### config.mk
export PLATFORM = sky130hd
export DESIGN_NAME = scancode_to_ascii_decoder_core_flat
export DESIGN_NICKNAME = d
export VERILOG_FILES = /design/src/rtl/s2a_pkg.sv /design/src/rtl/s2a_in_if.sv /design/src/rtl/s2a_out_if.sv /design/src/rtl/s2a_decode.sv /design/src/rtl/s2a_emit.sv /design/src/rtl/scancode_to_ascii_decoder_core.sv /design/src/flat_wrapper.sv
export SDC_FILE = /design/constraint.sdc
export NUM_CORES = 1
export LEC_CHECK = 0
export ABC_CLOCK_PERIOD_IN_PS = 4000
export BUFFER_PORTS_ARGS = -buffer_cell sky130_fd_sc_hd__clkbuf_2
export CORE_UTILIZATION = 25
export DETAILED_ROUTE_END_ITERATION = 10
export HOLD_SLACK_MARGIN = 0.06
export MAX_ROUTING_LAYER = met4
export PLACE_DENSITY = 0.46
export SYNTH_ARGS = -nofsm -noshare
export SYNTH_HDL_FRONTEND = slang
export SYNTH_HIERARCHICAL = 1
export SYNTH_SLANG_ARGS = --single-unit
### constraint.sdc
create_clock -name clk -period 4 [get_ports clk]
set_input_delay 0.8 -clock clk [delete_from_list [all_inputs] [get_ports clk]]
set_output_delay 0.8 -clock clk [all_outputs]
set_load 0.02 [all_outputs]
### src/rtl/s2a_pkg.sv
// Package: shared types, constants and scancode lookup functions for the scancode decoder.
`default_nettype none

package s2a_pkg;

  // Special scancodes (set 1)
  localparam logic [7:0] CodeLShift    = 8'h2A;
  localparam logic [7:0] CodeRShift    = 8'h36;
  localparam logic [7:0] CodeCaps      = 8'h3A;
  localparam logic [7:0] CodeBackspace = 8'h0E;
  localparam logic [7:0] CodeTab       = 8'h0F;
  localparam logic [7:0] ReleaseBit    = 8'h80;

  // Tab expands into a run of spaces
  localparam int TabWidth = 4;
  localparam int CntW     = $clog2(TabWidth);

  localparam logic [6:0] AsciiSpace = 7'h20;
  localparam logic [6:0] AsciiLowA  = 7'h61;
  localparam logic [6:0] AsciiLowZ  = 7'h7A;

  // Result kinds
  typedef enum logic {
    KIND_CHAR = 1'b0,
    KIND_BKSP = 1'b1
  } kind_t;

  // Decoded item handed from the decode stage to the result register
  typedef struct packed {
    kind_t      kind;
    logic [6:0] char_code;
    logic       tab;
  } res_t;

  // Unshifted character for a make code below 0x40; zero where no character
  function automatic logic [6:0] plain_char(input logic [5:0] idx);
    logic [6:0] c;
    unique case (idx)
      6'h02: c = 7'h31;  6'h03: c = 7'h32;  6'h04: c = 7'h33;  6'h05: c = 7'h34;
      6'h06: c = 7'h35;  6'h07: c = 7'h36;  6'h08: c = 7'h37;  6'h09: c = 7'h38;
      6'h0A: c = 7'h39;  6'h0B: c = 7'h30;  6'h0C: c = 7'h2D;  6'h0D: c = 7'h3D;
      6'h10: c = 7'h71;  6'h11: c = 7'h77;  6'h12: c = 7'h65;  6'h13: c = 7'h72;
      6'h14: c = 7'h74;  6'h15: c = 7'h79;  6'h16: c = 7'h75;  6'h17: c = 7'h69;
      6'h18: c = 7'h6F;  6'h19: c = 7'h70;  6'h1A: c = 7'h5B;  6'h1B: c = 7'h5D;
      6'h1C: c = 7'h0A;  6'h1E: c = 7'h61;  6'h1F: c = 7'h73;
      6'h20: c = 7'h64;  6'h21: c = 7'h66;  6'h22: c = 7'h67;  6'h23: c = 7'h68;
      6'h24: c = 7'h6A;  6'h25: c = 7'h6B;  6'h26: c = 7'h6C;  6'h27: c = 7'h3B;
      6'h28: c = 7'h27;  6'h2B: c = 7'h5C;  6'h2C: c = 7'h7A;  6'h2D: c = 7'h78;
      6'h2E: c = 7'h63;  6'h2F: c = 7'h76;
      6'h30: c = 7'h62;  6'h31: c = 7'h6E;  6'h32: c = 7'h6D;  6'h33: c = 7'h2C;
      6'h34: c = 7'h2E;  6'h35: c = 7'h2F;  6'h39: c = 7'h20;
      default: c = 7'h00;
    endcase
    return c;
  endfunction

  function automatic logic is_letter(input logic [6:0] c);
    return (c >= AsciiLowA) && (c <= AsciiLowZ);
  endfunction

  // Shifted character; letters map to upper case
  function automatic logic [6:0] shift_char(input logic [5:0] idx);
    logic [6:0] p;
    logic [6:0] c;
    p = plain_char(idx);
    unique case (idx)
      6'h02: c = 7'h21;  6'h03: c = 7'h40;  6'h04: c = 7'h23;  6'h05: c = 7'h24;
      6'h06: c = 7'h25;  6'h07: c = 7'h5E;  6'h08: c = 7'h26;  6'h09: c = 7'h2A;
      6'h0A: c = 7'h28;  6'h0B: c = 7'h29;  6'h0C: c = 7'h5F;  6'h0D: c = 7'h2B;
      6'h1A: c = 7'h7B;  6'h1B: c = 7'h7D;  6'h27: c = 7'h3A;  6'h28: c = 7'h22;
      6'h2B: c = 7'h7C;  6'h33: c = 7'h3C;  6'h34: c = 7'h3E;  6'h35: c = 7'h3F;
      default: c = is_letter(p) ? (p & 7'h5F) : p;
    endcase
    return c;
  endfunction

endpackage

`default_nettype wire

### src/rtl/s2a_in_if.sv
// Interface: scancode input channel.
`default_nettype none

interface s2a_in_if;
  logic       valid;
  logic       ready;
  logic [7:0] scancode;

  modport source (output valid, output scancode, input ready);
  modport sink   (input valid, input scancode, output ready);
endinterface

`default_nettype wire

### src/rtl/s2a_out_if.sv
// Interface: ASCII result channel.
`default_nettype none

interface s2a_out_if;
  logic       valid;
  logic       ready;
  logic       kind;
  logic [6:0] char_code;
  logic       last;

  modport source (output valid, output kind, output char_code, output last, input ready);
  modport sink   (input valid, input kind, input char_code, input last, output ready);
endinterface

`default_nettype wire

### src/rtl/s2a_decode.sv
// Input register, shift/caps flags and the combinational scancode decode.
`default_nettype none

module s2a_decode (
  input  wire logic          clk,
  input  wire logic          rst,
  s2a_in_if.sink             scan,
  input  wire logic          take,
  output logic               res_valid,
  output s2a_pkg::res_t      res
);
  import s2a_pkg::*;

  logic       q_valid;
  logic [7:0] code;
  logic       shift_held;
  logic       caps_lock_on;

  logic       has;
  logic       advance;
  logic       shift_set;
  logic       shift_clr;
  logic       caps_tog;
  logic [6:0] plain;
  logic [6:0] shifted;
  logic       upper;

  // Decode the held scancode against the current flags
  always_comb begin
    plain     = plain_char(code[5:0]);
    shifted   = shift_char(code[5:0]);
    upper     = shift_held || (caps_lock_on && is_letter(plain));
    has       = 1'b0;
    shift_set = 1'b0;
    shift_clr = 1'b0;
    caps_tog  = 1'b0;
    res       = '{kind: KIND_CHAR, char_code: upper ? shifted : plain, tab: 1'b0};
    priority if ((code == (CodeLShift | ReleaseBit)) || (code == (CodeRShift | ReleaseBit))) begin
      shift_clr = 1'b1;
    end else if (code[7:6] != 2'b00) begin
      // other release codes and unmapped high codes: nothing
    end else if ((code == CodeLShift) || (code == CodeRShift)) begin
      shift_set = 1'b1;
    end else if (code == CodeCaps) begin
      caps_tog = 1'b1;
    end else if (code == CodeBackspace) begin
      has = 1'b1;
      res = '{kind: KIND_BKSP, char_code: 7'h00, tab: 1'b0};
    end else if (code == CodeTab) begin
      has = 1'b1;
      res = '{kind: KIND_CHAR, char_code: AsciiSpace, tab: 1'b1};
    end else begin
      has = (plain != 7'h00);
    end
  end

  // Items without a result pass straight through; others wait for the result register
  assign advance    = q_valid && (!has || take);
  assign res_valid  = q_valid && has;
  assign scan.ready = !q_valid || advance;

  // Input register
  always_ff @(posedge clk) begin
    if (rst) begin
      q_valid <= 1'b0;
    end else if (scan.ready) begin
      q_valid <= scan.valid;
    end
  end

  always_ff @(posedge clk) begin
    if (scan.valid && scan.ready) begin
      code <= scan.scancode;
    end
  end

  // Modifier flags, updated as each item leaves decode
  always_ff @(posedge clk) begin
    if (rst) begin
      shift_held   <= 1'b0;
      caps_lock_on <= 1'b0;
    end else if (advance) begin
      if (shift_set) begin
        shift_held <= 1'b1;
      end else if (shift_clr) begin
        shift_held <= 1'b0;
      end
      if (caps_tog) begin
        caps_lock_on <= !caps_lock_on;
      end
    end
  end

endmodule

`default_nettype wire

### src/rtl/s2a_emit.sv
// Result register: presents decoded items and repeats the space for a tab run.
`default_nettype none

module s2a_emit (
  input  wire logic          clk,
  input  wire logic          rst,
  input  wire logic          res_valid,
  input  wire s2a_pkg::res_t res,
  output logic               take,
  s2a_out_if.source          ascii
);
  import s2a_pkg::*;

  logic            valid;
  logic [CntW-1:0] cnt;
  logic            done;

  // Free once the final result of the current run is taken
  assign done          = ascii.valid && ascii.ready;
  assign take          = !valid || (done && (cnt == '0));
  assign ascii.valid   = valid;

  always_ff @(posedge clk) begin
    if (rst) begin
      valid <= 1'b0;
      cnt   <= '0;
    end else if (take && res_valid) begin
      valid <= 1'b1;
      cnt   <= res.tab ? CntW'(TabWidth - 1) : '0;
    end else if (done) begin
      if (cnt != '0) begin
        cnt <= cnt - 1'b1;
      end else begin
        valid <= 1'b0;
      end
    end
  end

  // Payload; last rises on the final space of a tab run
  always_ff @(posedge clk) begin
    if (take && res_valid) begin
      ascii.kind      <= res.kind;
      ascii.char_code <= res.char_code;
      ascii.last      <= !res.tab;
    end else if (done && (cnt != '0)) begin
      ascii.last      <= (cnt == CntW'(1));
    end
  end

`ifndef SYNTHESIS
  a_run_not_last: assert property (@(posedge clk) disable iff (rst)
    (cnt != '0) |-> (valid && !ascii.last && (ascii.char_code == AsciiSpace)))
    else $error("tab run pending but result marked last");

  a_notlast_has_run: assert property (@(posedge clk) disable iff (rst)
    (valid && !ascii.last) |-> (cnt != '0))
    else $error("result not last without remaining run");

  a_run_steps: assert property (@(posedge clk) disable iff (rst)
    (done && (cnt != '0)) |=> (valid && (cnt == $past(cnt) - 1'b1)))
    else $error("tab run did not step correctly");

  a_bksp_shape: assert property (@(posedge clk) disable iff (rst)
    (valid && (ascii.kind == KIND_BKSP)) |-> ((ascii.char_code == 7'h00) && ascii.last))
    else $error("backspace result malformed");
`endif

endmodule

`default_nettype wire

### src/rtl/scancode_to_ascii_decoder_core.sv
// Path: a scancode passes the input register and then the result register before its first result shows.
// Throughput: one scancode per cycle while the output is ready and no tab run is pending; a tab holds
// the result register while its four spaces go out, and later scancodes wait in the input register.
// Scancodes with no result leave decode without using the result register.
// Reset (synchronous, active high) clears shift held, caps lock and both valid flags.
`default_nettype none

module scancode_to_ascii_decoder_core (
  input  wire logic clk,
  input  wire logic rst,
  s2a_in_if.sink    scan,
  s2a_out_if.source ascii
);
  import s2a_pkg::*;

  logic res_valid;
  res_t res;
  logic take;

  s2a_decode u_decode (
    .clk       (clk),
    .rst       (rst),
    .scan      (scan),
    .take      (take),
    .res_valid (res_valid),
    .res       (res)
  );

  s2a_emit u_emit (
    .clk       (clk),
    .rst       (rst),
    .res_valid (res_valid),
    .res       (res),
    .take      (take),
    .ascii     (ascii)
  );

endmodule

`default_nettype wire
### src/flat_wrapper.sv
// flat-port wrapper written by rule: the top's interface ports become plain ports
module scancode_to_ascii_decoder_core_flat import s2a_pkg::*;
  (clk, rst, scan_valid, scan_scancode, scan_ready, ascii_valid, ascii_kind, ascii_char_code, ascii_last, ascii_ready);
  s2a_in_if scan_i ();
  s2a_out_if ascii_i ();
  input  wire logic clk;
  input  wire logic rst;
  input wire logic [$bits(scan_i.valid)-1:0] scan_valid;
  input wire logic [$bits(scan_i.scancode)-1:0] scan_scancode;
  output wire logic [$bits(scan_i.ready)-1:0] scan_ready;
  output wire logic [$bits(ascii_i.valid)-1:0] ascii_valid;
  output wire logic [$bits(ascii_i.kind)-1:0] ascii_kind;
  output wire logic [$bits(ascii_i.char_code)-1:0] ascii_char_code;
  output wire logic [$bits(ascii_i.last)-1:0] ascii_last;
  input wire logic [$bits(ascii_i.ready)-1:0] ascii_ready;
  assign scan_i.valid = scan_valid;
  assign scan_i.scancode = scan_scancode;
  assign scan_ready = scan_i.ready;
  assign ascii_valid = ascii_i.valid;
  assign ascii_kind = ascii_i.kind;
  assign ascii_char_code = ascii_i.char_code;
  assign ascii_last = ascii_i.last;
  assign ascii_i.ready = ascii_ready;
  scancode_to_ascii_decoder_core u_core (.clk(clk), .rst(rst), .scan(scan_i), .ascii(ascii_i));
endmodule
==> results.md, run 1 <==
- Status: complete, no violations
- Synth Flop Type: edfxtp_1
- Area leader, netlist: edfxtp_1
- Htree depth: 2
- Final ANT Viol Nets: 0
- Switching Fraction: 34.1%
- Int Pwr: 0.569 mW
- Pre-antenna DRT Iters: 5
- Drt wl/cell: 16.0 um
- GR Overflow Total: 0
- Final Util: 28.7%
- Synthesized area: 2810 sq um
- Required @ worst endpoint: 4150 ps
- Clock skew: 9.28 ps
- Port buffer count: 22
- Max cap viols: 0
- Crit end category: flop
- Final setup fails: 0
- Number of flops mapped to enable cells by yosys: 17
- P_leak: 1.17 nW
- #FFs+latches synth: 30
- Io pins: 23
- First-pass GRT wire length: 12900 um
- Initial drt markers: 216
- Crit path launch type: flop
- Seq pwr share: 42.9%
- Core area: 10900 sq um
- Cts bufs inserted: 5
- Total wire length: 7990 um
- Share of synthesized registers carrying an async set or reset: 0%
- Worst-Margin Slew: 754 ps
- CTS clk-pin slew, worst paths: 70 ps
- Worst setup path category: reg -> reg
- Syn Area/Cell: 8.20 sq um
- Clock Latency Late Sink: 280 ps
- Setup TNS: 0 ps
- Max Root-Sink Buffers: 2
- Worst path arrival time: 3450 ps
- RSZ-0062 raised after global routing: false
- Die Wd: 108 um
- Detailed placer's ending HPWL: 6110 um
- GP Congestion: 0.891
- Final period utilization: 82.5%
- Yosys top cell area share: 18.2%
- Vias in the first global route: 2426
- Unique cell type count in the Yosys netlist: 72
- Clock Power Share: 26.7%
- DRC Markers: 0
- Row count: 38
- Max FO, Critical Path: 7
- Initial Util: 25.8%
- CTS tree: yes
- Post-synth top cells: nor2_1, nand2_1, a21oi_1, o21ai_0, inv_1
- Syn nets: 366
- Ys Warns: 6
- Power share of the combinational group: 30.4%
- Sequential fraction of the synthesis area: 27.5%
- Slew Limit Headroom: 48.3%
- Peak VDD IR: 122 uV
- Post_cts resized: 0
- Syn-to-layout area delta: 11.4%
- Switching pwr: 0.295 mW
- Root buf cell: clkbuf_8
- Syn Inst Count: 342
- CTS Sinks: 30
- Max frequency: 303 MHz
- Ant diodes: 0
- GRT Resource Usage Total: 14.7%
- Nets@finish: 383
- Most frequent cell after synthesis: nor2_1
- Area contributors post-synth: edfxtp_1, dfxtp_1, ha_1, mux2i_1, nor2_1
- # hold bufs at CTS: 0
- Antenna violations before repair: 0
- Vias/cell: 5.32
- Pin count of the biggest net entering global routing: 30
- Die area: 11600 sq um
- Share of layout cells above drive strength 1: 16.9%
- Pwr per Cell Area: 276 nW/um^2
- Overall die height: 108 um
- Post-CTS setup buffers: 0
- Hold Path Class: reg -> reg
- Max Transition Viols Final: 0
- Post-route minimum period: 3300 ps
- DR vias: 2660
- Final Hold Viols: 0
-- power by group through the flow --
stage	Clock, mW	Sequential (mW)	Combinational [mW]
after floorplan	0	0.373	0.192
after global placement	0	0.377	0.262
after detailed placement	0	0.377	0.258
after CTS	0.240	0.370	0.260
after global routing	0.250	0.373	0.291
final	0.231	0.370	0.263
-- stage by stage --
step	cell area, sq um	worst slack, ps	power, mW	instances	hold slack [ps]
final	3120	700	0.864	500	490
after global routing	3120	545	0.914	500	513
after CTS	3120	701	0.869	500	492
after detailed placement	3040	727	0.635	492	477
after global placement	3040	750	0.639	492	489
after floorplan	2810	370	0.565	342	455
-- state kept, by name (all words and copies together), names as in the netlist --
| name | count |
|---|---|
| u_core/u_decode/code | 8 |
| u_core/u_decode/plain | 7 |
| u_core/u_emit/ascii.char_code | 7 |
| u_core/u_emit/cnt | 2 |
| u_core/u_decode/caps_lock_on | 1 |
| u_core/u_decode/q_valid | 1 |
| u_core/u_decode/shift_held | 1 |
| u_core/u_emit/ascii.kind | 1 |
| u_core/u_emit/ascii.last | 1 |
| u_core/u_emit/ascii.valid | 1 |
-- layer usage --
layer	part of all wire, %	track usage [%]	wire length, um
met1	49	20.3	3920
met2	44	21.7	3500
met3	4.8	1.81	381
met4	2.3	5.38	185
met5	0	-	0
-- path summary, 6_finish.rpt --
| check | start | end | slack [ps] | cells after the start |
|---|---|---|---|---|
| worst min register to register | u_core/u_emit/cnt[0] | u_core/u_emit/cnt[0] | 490 | 1 |
| worst max-delay path | u_core/u_decode/code[5] | u_core/u_decode/plain[2] | 700 | 10 |
| worst max register to register | u_core/u_decode/code[5] | u_core/u_decode/plain[2] | 700 | 10 |
| worst min-delay path | u_core/u_emit/cnt[0] | u_core/u_emit/cnt[0] | 490 | 1 |
-- critical path: stages, from the launching register on --
cell and delay (ps):
edfxtp_1 390, or3b_4 450, nor3_4 390, o2111ai_4 220, o21ai_4 220, mux2i_1 260, inv_1 160, ha_1 390
xnor2_1 150, a2111oi_0 460, a211oi_1 80
-- area by class of cell --
cell class,instances,area [sq um]
Multi-Input combinational cell,270,1840
Tap cell,140,175
Clock inverter,2,8.76
Sequential cell,30,771
Fill cell,1146,7760
Inverter,20,75.1
Clock buffer,6,72.6
Timing Repair Buffer,32,185
-- cell usage in the layout (no fill, tap or decap), drive strengths merged, types with 12 or more instances in the layout --
master and instances:
a21oi 24, clkbuf 28, dfxtp 13, edfxtp 17, ha 12, inv 19, mux2i 13, nand2 30
nand3 15, nor2 34, o21ai 27
-- cells by family after synthesis --
kind of cell	after synthesis	synth area share [%]
mux	21	8.12
fa+ha+maj	12	5.35
simple gates	118	20.7
compound gates	115	30.0
buf+inv	42	7.05
xor+xnor	4	1.25
flops	30	27.5
(Power assumes the default switching activity.)
==> run 2, diff against run 1 <==
--- a/config.mk
+++ b/config.mk
@@ -5,7 +5,8 @@
 export SDC_FILE = /design/constraint.sdc
 export NUM_CORES = 1
 export LEC_CHECK = 0
-export ABC_CLOCK_PERIOD_IN_PS = 4000
+export ABC_AREA = 1
+export ABC_CLOCK_PERIOD_IN_PS = 3290
 export BUFFER_PORTS_ARGS = -buffer_cell sky130_fd_sc_hd__clkbuf_2
 export CORE_UTILIZATION = 25
 export DETAILED_ROUTE_END_ITERATION = 10
==> constraint.sdc (replaced) <==
create_clock -name clk -period 3.29 [get_ports clk]
set_input_delay 0.658 -clock clk [delete_from_list [all_inputs] [get_ports clk]]
set_output_delay 0.658 -clock clk [all_outputs]
set_load 0.02 [all_outputs]
==> results.md, run 2 <==
- Post-CTS setup buffers: 0
- Final ANT Viol Nets: 0
- Ys Warns: 6
- Synthesized area: 2500 sq um
- GRT Resource Usage Total: 15.1%
- Max Transition Viols Final: 0
- First-pass GRT wire length: 12000 um
- Vias in the first global route: 2574
- Unique cell type count in the Yosys netlist: 31
- GP Congestion: 0.896
- Htree depth: 2
- Max frequency: 338 MHz
- Clock Latency Late Sink: 280 ps
- Syn Area/Cell: 6.43 sq um
- Pin count of the biggest net entering global routing: 17
- Final period utilization: 89.9%
- DR vias: 2582
- Cts bufs inserted: 5
- Synth Flop Type: edfxtp_1
- Crit path launch type: flop
- Nets@finish: 437
- Commonest non-fill, non-tap cells in the layout: nand2_1, nand3_1, inv_1
- Worst setup path category: reg -> reg
- GR Overflow Total: 0
- R2r worst-path depth: 19
- Post-route minimum period: 2960 ps
- Die Wd: 102 um
- Reg2Reg Setup Slack: 330 ps
- Setup TNS: 0 ps
- Post-synth top cells: nand2_1, nand3_1, inv_1
- Worst setup margin: 334 ps
- Switching Fraction: 31.8%
- Io pins: 23
- Most frequent cell after synthesis: nand2_1
- Max reg flops: 8
- Syn Inst Count: 389
- P_leak: 1.43 nW
- Power share of the combinational group: 25.4%
- Fill cell count: 1118
- Multi-input gate area: 1460 sq um
- Peak VDD IR: 116 uV
- Place WS: 235 ps
- Pre-antenna DRT Iters: 5
- Row count: 36
- Area leader, netlist: edfxtp_1
- #FFs+latches synth: 30
- Ant diodes: 0
- CTS Sinks: 30
- Antenna violations before repair: 0
- Overall die height: 102 um
- Syn nets: 413
- Core area: 9730 sq um
- Worst-Margin Slew: 537 ps
- Pwr per Cell Area: 376 nW/um^2
- Drt wl/cell: 12.7 um
- Reg with most FFs: u_core/u_decode/code
- Die area: 10400 sq um
- Initial Util: 25.7%
- RSZ-0062 raised after global routing: false
- Share of layout cells above drive strength 1: 13.8%
- Switching pwr: 0.342 mW
- Number of flops mapped to enable cells by yosys: 17
- Clock skew: 7.84 ps
- Slew Limit Headroom: 64.2%
- CTS clk-pin slew, worst paths: 70 ps
- CTS tree: yes
- Max cap viols: 0
- Hold Path Class: reg -> reg
- Worst path arrival time: 3120 ps
- Max Root-Sink Buffers: 2
- Vias/cell: 4.72
- Total wire length: 6930 um
- Syn-to-layout area delta: 14.2%
- Max FO, Critical Path: 11
- Int Pwr: 0.732 mW
- Detailed placer's ending HPWL: 5490 um
- Seq pwr share: 41.8%
- Reg area: 771 sq um
- Crit end category: flop
- Initial drt markers: 207
- Setup crit end: u_core/u_decode/plain[4]
- Root buf cell: clkbuf_8
- Final setup fails: 0
- Sequential fraction of the synthesis area: 30.8%
- Final Hold Viols: 0
- Required @ worst endpoint: 3460 ps
- Setup crit start: u_core/u_decode/code[0]
- Clock Power Share: 32.8%
- DRC Markers: 0
- R2R Path Start: u_core/u_decode/code[0]
- Port buffer count: 22
- Commonest non-fill, non-tap cell in the layout: nand2_1
- Area contributors post-synth: edfxtp_1, nand2_1, nand3_1, dfxtp_1, inv_1
- Share of synthesized registers carrying an async set or reset: 0%
- Status: complete, no violations
- Yosys top cell area share: 20.4%
- RR Endpoint: u_core/u_decode/plain[4]
## run 2: cell families (layout without fill, tap and decap cells)
family / count (synthesis) / in the layout / share of synthesized area [%]
AO/OA/AOI/OAI: 37 / 37 / 8.50
adder cells (fa/ha/maj): 12 / 12 / 6.00
buffers and inverters: 65 / 90 / 11.0
flip-flops: 30 / 30 / 30.8
AND/OR/NAND/NOR: 245 / 245 / 43.7
## run 2: worst min path at each step
| stage | startpoint | to | slack [ps] | depth (start not counted) |
|---|---|---|---|---|
| final | u_core/u_decode/shift_held | u_core/u_decode/shift_held | 480 | 2 |
| after global routing | u_core/u_decode/shift_held | u_core/u_decode/shift_held | 520 | 2 |
| after CTS | u_core/u_decode/shift_held | u_core/u_decode/shift_held | 480 | 2 |
| after detailed placement | u_core/u_decode/shift_held | u_core/u_decode/shift_held | 470 | 2 |
| after global placement | u_core/u_decode/shift_held | u_core/u_decode/shift_held | 480 | 2 |
| after floorplan | u_core/u_decode/shift_held | u_core/u_decode/shift_held | 440 | 2 |
## run 2: layer usage
layer	vias up	track usage [%]	wire (um)
met4	0	5.49	170
li1	1315	-	-
met2	77	25.7	3350
met5	-	-	0
met1	1174	18.1	3050
met3	16	2.12	358
## run 2: worst max-delay path: stages, from the launching register on
cell and delay [ps]:
edfxtp_1 480, inv_2 160, nand2_2 100, nor2_1 220
nand2_1 190, nand3_2 150, nand4_4 190, nand2_4 180
nand2_1 90, nand2_2 180, inv_2 130, ha_1 230
inv_1 60, nand2_1 60, nand2_1 60, o21ai_0 110
nand2_1 100, nand2_1 50, nand2_1 50, nand2_1 60
## run 2: timing repair
item	4_1_cts	5_1_grt
hold buffers	0	0
gates resized for setup	0	2
setup endpoints to repair	0	6
## run 2: power by group through the flow
stage	registers, mW	clock network [mW]	logic [mW]
final	0.449	0.352	0.272
after global routing	0.452	0.379	0.313
after CTS	0.448	0.365	0.270
after detailed placement	0.456	0	0.268
after global placement	0.456	0	0.273
after floorplan	0.453	0	0.201
## run 2: stage by stage
step                      instances  hold slack, ps  instance area [sq um]  power, mW  utilization, %
after detailed placement        539             471                   2740      0.724            28.2
after floorplan                 389             438                   2500      0.654               -
after CTS                       547             482                   2850       1.08            29.3
final                           547             484                   2860       1.07            29.4
after global routing            547             516                   2860       1.14            29.4
after global placement          539             477                   2740      0.729            28.2
## run 2: layout make-up
class,count,share of cell area [%]
clock buffers,8,3.90
inverters,57,7.49
multi-input cells,294,51.2
flip-flops and latches,30,27.0
well taps,133,5.83
repair buffers,25,4.64
